<file path="src/salfu_pkg.sv">
// shared types and codes for the lfu set-associative cache
package salfu_pkg;

    typedef enum logic [1:0] {
        MODE_PRELOAD = 2'd0,
        MODE_READ    = 2'd1,
        MODE_WRITE   = 2'd2,
        MODE_NONE    = 2'd3
    } mode_t;

    typedef enum logic [1:0] {
        REG_SET_BITS    = 2'd0,
        REG_OFFSET_BITS = 2'd1,
        REG_WAYS_IN_USE = 2'd2
    } reg_index_t;

    typedef enum logic [2:0] {
        ST_IDLE,
        ST_WRAP,
        ST_LOOK,
        ST_CHECK,
        ST_DONE
    } state_t;

    typedef struct packed {
        logic capture;
        logic wrap_step;
        logic update;
    } dp_cmd_t;

    typedef struct packed {
        logic wrap_needed;
    } dp_status_t;

    localparam int TAG_W   = 12;
    localparam int COUNT_W = 8;
    localparam logic [COUNT_W-1:0] COUNT_MAX = 8'd255;

endpackage

</file>
<file path="src/salfu_ctrl.sv">
// controller state machine sequencing one item at a time
module salfu_ctrl (
    input  logic                 clk,
    input  logic                 rst_n,
    input  logic                 start,
    input  salfu_pkg::dp_status_t status,
    output salfu_pkg::dp_cmd_t   cmd,
    output logic                 busy,
    output logic                 done
);
    import salfu_pkg::*;

    state_t state_reg, state_next;

    always_ff @(posedge clk or negedge rst_n)
    begin
        if (!rst_n)
        begin
            state_reg <= ST_IDLE;
        end
        else
        begin
            state_reg <= state_next;
        end
    end

    always_comb
    begin
        state_next = state_reg;
        cmd        = '0;
        busy       = 1'b1;
        done       = 1'b0;
        unique case (state_reg)
            ST_IDLE:
            begin
                busy = 1'b0;
                if (start)
                begin
                    cmd.capture = 1'b1;
                    state_next  = ST_WRAP;
                end
            end
            ST_WRAP:
            begin
                // fold the address into the backing memory range
                if (status.wrap_needed)
                begin
                    cmd.wrap_step = 1'b1;
                end
                else
                begin
                    state_next = ST_LOOK;
                end
            end
            ST_LOOK:
            begin
                state_next = ST_CHECK;
            end
            ST_CHECK:
            begin
                cmd.update = 1'b1;
                state_next = ST_DONE;
            end
            ST_DONE:
            begin
                done       = 1'b1;
                state_next = ST_IDLE;
            end
            default:
            begin
                state_next = ST_IDLE;
            end
        endcase
    end
endmodule

</file>
<file path="config.mk">
export PLATFORM = sky130hd
export DESIGN_NAME = salfu_ctrl
export DESIGN_NICKNAME = d
export VERILOG_FILES = /design/src/salfu_pkg.sv /design/src/salfu_ctrl.sv
export SDC_FILE = /design/constraint.sdc
export NUM_CORES = 1
export LEC_CHECK = 0
export ABC_AREA = 1
export ABC_CLOCK_PERIOD_IN_PS = 1500
export BUFFER_PORTS_ARGS = -buffer_cell sky130_fd_sc_hd__buf_4
export CAP_MARGIN = 0
export CELL_PAD_IN_SITES_DETAIL_PLACEMENT = 1
export CELL_PAD_IN_SITES_GLOBAL_PLACEMENT = 1
export CORE_AREA = 2 2 39 41
export DETAILED_ROUTE_END_ITERATION = 16
export DIE_AREA = 0 0 41 43
export PLACE_DENSITY_LB_ADDON = 0.15
export SLEW_MARGIN = 0
export SYNTH_ARGS = -nofsm -noshare
export SYNTH_HDL_FRONTEND = slang
export SYNTH_SLANG_ARGS = --single-unit
export TNS_END_PERCENT = 100
</file>
<file path="constraint.sdc">
create_clock -name clk -period 1.5 [get_ports clk]
set_input_delay 0.3 -clock clk [delete_from_list [all_inputs] [get_ports clk]]
set_output_delay 0.3 -clock clk [all_outputs]
set_load 0.02 [all_outputs]
</file>
==> flow_summary_export.csv <==
group,metric,value,unit
global_routing,grt_pass1_vias,194,
final_layout,largest_reg_flops,3,
setup_path,crit_slowest_cell,"dfrtp_1",
setup_path,rr_startpoint,"state_reg[2]$_DFFE_PN0P_",
yosys,syn_area_per_cell,7.30,um^2
setup_path,r2r.worst_path.cells,4,
sta,hold_viol_final,0,
cts,tritoncts,"done",
global_routing,met1_usage,7.07,%
setup_path,timing.rr.end,"state_reg[1]$_DFFE_PN0P_",
final_layout,diodes,0,
die,pin_count,9,
min_path,hold_depth,3,
sta,relSlewSlack,87.6,%
global_routing,antenna_found_initial,0,
sta,slew_violations,0,
final_layout,area_growth,66.4,%
cts,clk_path_buf_depth,2,
yosys,synth_seq_cells,3,
pwr,p_per_area,2110,mW/mm^2
route,vias,195,
cts,numCtsBuffers,3,
yosys,synth_cells,24,
place,place_hpwl,368,um
setup_path,arrival,1110,ps
run_status,status,"complete, no violations",
route,dr.pass1.iters,1,
global_routing,grtUsageTotal,6.02,%
die,die_area,0.00176,mm^2
place,gp_congestion,0.655,
min_path,hold_path_end,"state_reg[0]$_DFFE_PN0P_",
sta,max_slew.worst_pin.slew,187,ps
cts,clk_pin_slew,40,ps
cts,clock_latency,230,ps
global_routing,grt_util_met2,9.06,%
setup_path,crit_buf_inv,1,
yosys,ys_types,9,
sta,min_period_over_period,93.9,%
yosys,seq_area_frac_synth,42.9,%
global_routing,busiest_layer,"met2",
route,wl_per_cell,8.09,um
route,antenna_left,0,
global_routing,grt_pass1_wl,724,um
setup_path,crit_path_max_fanout,5,
setup_path,end_kind,"output port",
yosys,yosysWarnings,0,
die,num_rows,14,
route,wirelength,429,um
final_layout,drive_gt1_share,37.8,%
setup_path,crit_path_cell_trace,"nor2_2 > nand2_1 > nor2_1 > buf_4",
route,first_iter_violations,0,
sta,setup_viol,0,
setup_path,crit_type,"register to output port",
cts,htreeDepth,1,
sta,tns,0,ps
min_path,worstHoldStart,"start",
sta,period_minus_slack,1410,ps
pwr,ir_drop,0.000737,V
pwr,fin_total_pwr,0.000616,W
route,viasPerCell,3.68,
setup_path,start_kind,"register",
route,drc,0,
job,maxCapViolCount,0,
setup_path,cp_top_family,"flip-flops",
sta,fmax,710,MHz
pwr,p_leak,0.167,nW
global_routing,grt_util_met3,3.14,%
place,io_buffer_count,8,
cts,root_buffer,"clkbuf_4",
final_layout,final.fill_count,190,
sta,fin_skew,1.31,ps
die,die_w,41,um
setup_path,cp_data_required_time,1200,ps
yosys,syn_nets,28,
yosys,synth_area,175,um^2
min_path,min_path_type,"input port to register",
cts,cts_setup_buffers,0,
die,start_util,12.7,%
sta,rsz0062_at_grt,"false",
setup_path,slowest_delay,420,ps
die,coreArea,0.00138,mm^2
die,die_h,43,um
global_routing,grt_max_degree,7,
global_routing,overflow,0,
setup_path,r2r_setup_slack,600,ps
cts,cts.sink_count,3,
final_layout,finalNetCount,42,
[per-stage QoR]
| step | util [%] | cell area, um^2 | worst slack [ps] | std cells | hold WS (ps) |
|---|---|---|---|---|---|
| finish | 21.1 | 292 | 91.0 | 53 | 329 |
| global route | 21.1 | 292 | 14.4 | 53 | 346 |
| CTS | 21.1 | 292 | 50.4 | 53 | 334 |
| detailed placement | 18.4 | 255 | 298 | 48 | 93.1 |
| global placement | 18.4 | 255 | 296 | 48 | 90.9 |
| floorplan | - | 175 | 157 | 24 | 4.41 |
[cells in the mapped netlist]
| cell type | instances | area share (%) |
|---|---|---|
| nand2_1 | 5 | 11 |
| inv_1 | 6 | 13 |
| nand3_1 | 2 | 5.7 |
| nor3_1 | 3 | 8.6 |
| o211ai_1 | 1 | 4.3 |
| dfrtp_1 | 3 | 43 |
| nor2_2 | 1 | 3.6 |
| nand4_2 | 1 | 7.1 |
| nor2_1 | 2 | 4.3 |
[how the worst max path moves through the flow]
stage                                   startpoint     end  slack, ps  cells after the start
after floorplan           state_reg[0]$_DFFE_PN0P_  cmd[2]        160                      3
after global placement    state_reg[0]$_DFFE_PN0P_  cmd[2]        300                      4
after detailed placement  state_reg[0]$_DFFE_PN0P_  cmd[2]        300                      4
after CTS                 state_reg[0]$_DFFE_PN0P_  cmd[2]         50                      4
after global routing      state_reg[2]$_DFFE_PN0P_  cmd[1]         10                      4
final                     state_reg[0]$_DFFE_PN0P_  cmd[2]         90                      4
[power breakdown]
part | switching (W) | leakage [nW] | internal (W)
combinational | 0.000191 | 0.114 | 0.000129
clock | 0.0000380 | 0.0150 | 0.0000995
sequential | 0.0000433 | 0.0384 | 0.000115
total | 0.000272 | 0.167 | 0.000343
[kinds of logic (layout without fill, tap and decap cells)]
group	after synthesis	count (layout)	share of synthesized area [%]
simple gates	14	14	40.0
buf+inv	6	19	12.9
flops	3	3	42.9
compound gates	1	1	4.29
[timing repair]
item	in CTS	in global routing
endpoints found under the hold margin	3	0
hold buffers	1	0
resized for setup	0	1
endpoints found under the setup margin	0	2
[cells in the final DEF (no fill, tap or decap)]
master / n
o211ai_1: 1
dfrtp_1: 3
clkbuf_4: 3
nor3_1: 3
inv_1: 5
clkbuf_1: 1
nor2_2: 1
buf_4: 8
nand2_1: 5
inv_2: 1
nor2_1: 2
dlygate4sd3_1: 1
nand4_2: 1
nand3_1: 2
[final cells by class]
type / count / area [um^2] / share of cell area (%)
sequential: 3 / 75.1 / 25.8
multi-input combinational: 15 / 77.6 / 26.6
clock buffer: 4 / 26.3 / 9.01
timing repair buffer: 9 / 70.1 / 24.0
tap: 16 / 20.0 / 6.87
inverter: 6 / 22.5 / 7.73
[per-layer routing]
| layer | up-vias | part of all wire [%] |
|---|---|---|
| met5 | - | 0 |
| met4 | 0 | 0 |
| met3 | 0 | 12 |
| met2 | 7 | 46 |
| met1 | 87 | 42 |
| li1 | 101 | - |
[tightest hold or removal path, delay by kind of cell]
kind,cells,cell delay (ps)
compound gates,1,80
buf+inv,1,90
simple gates,1,60
Note: power is estimated with default switching activity, not from simulation.
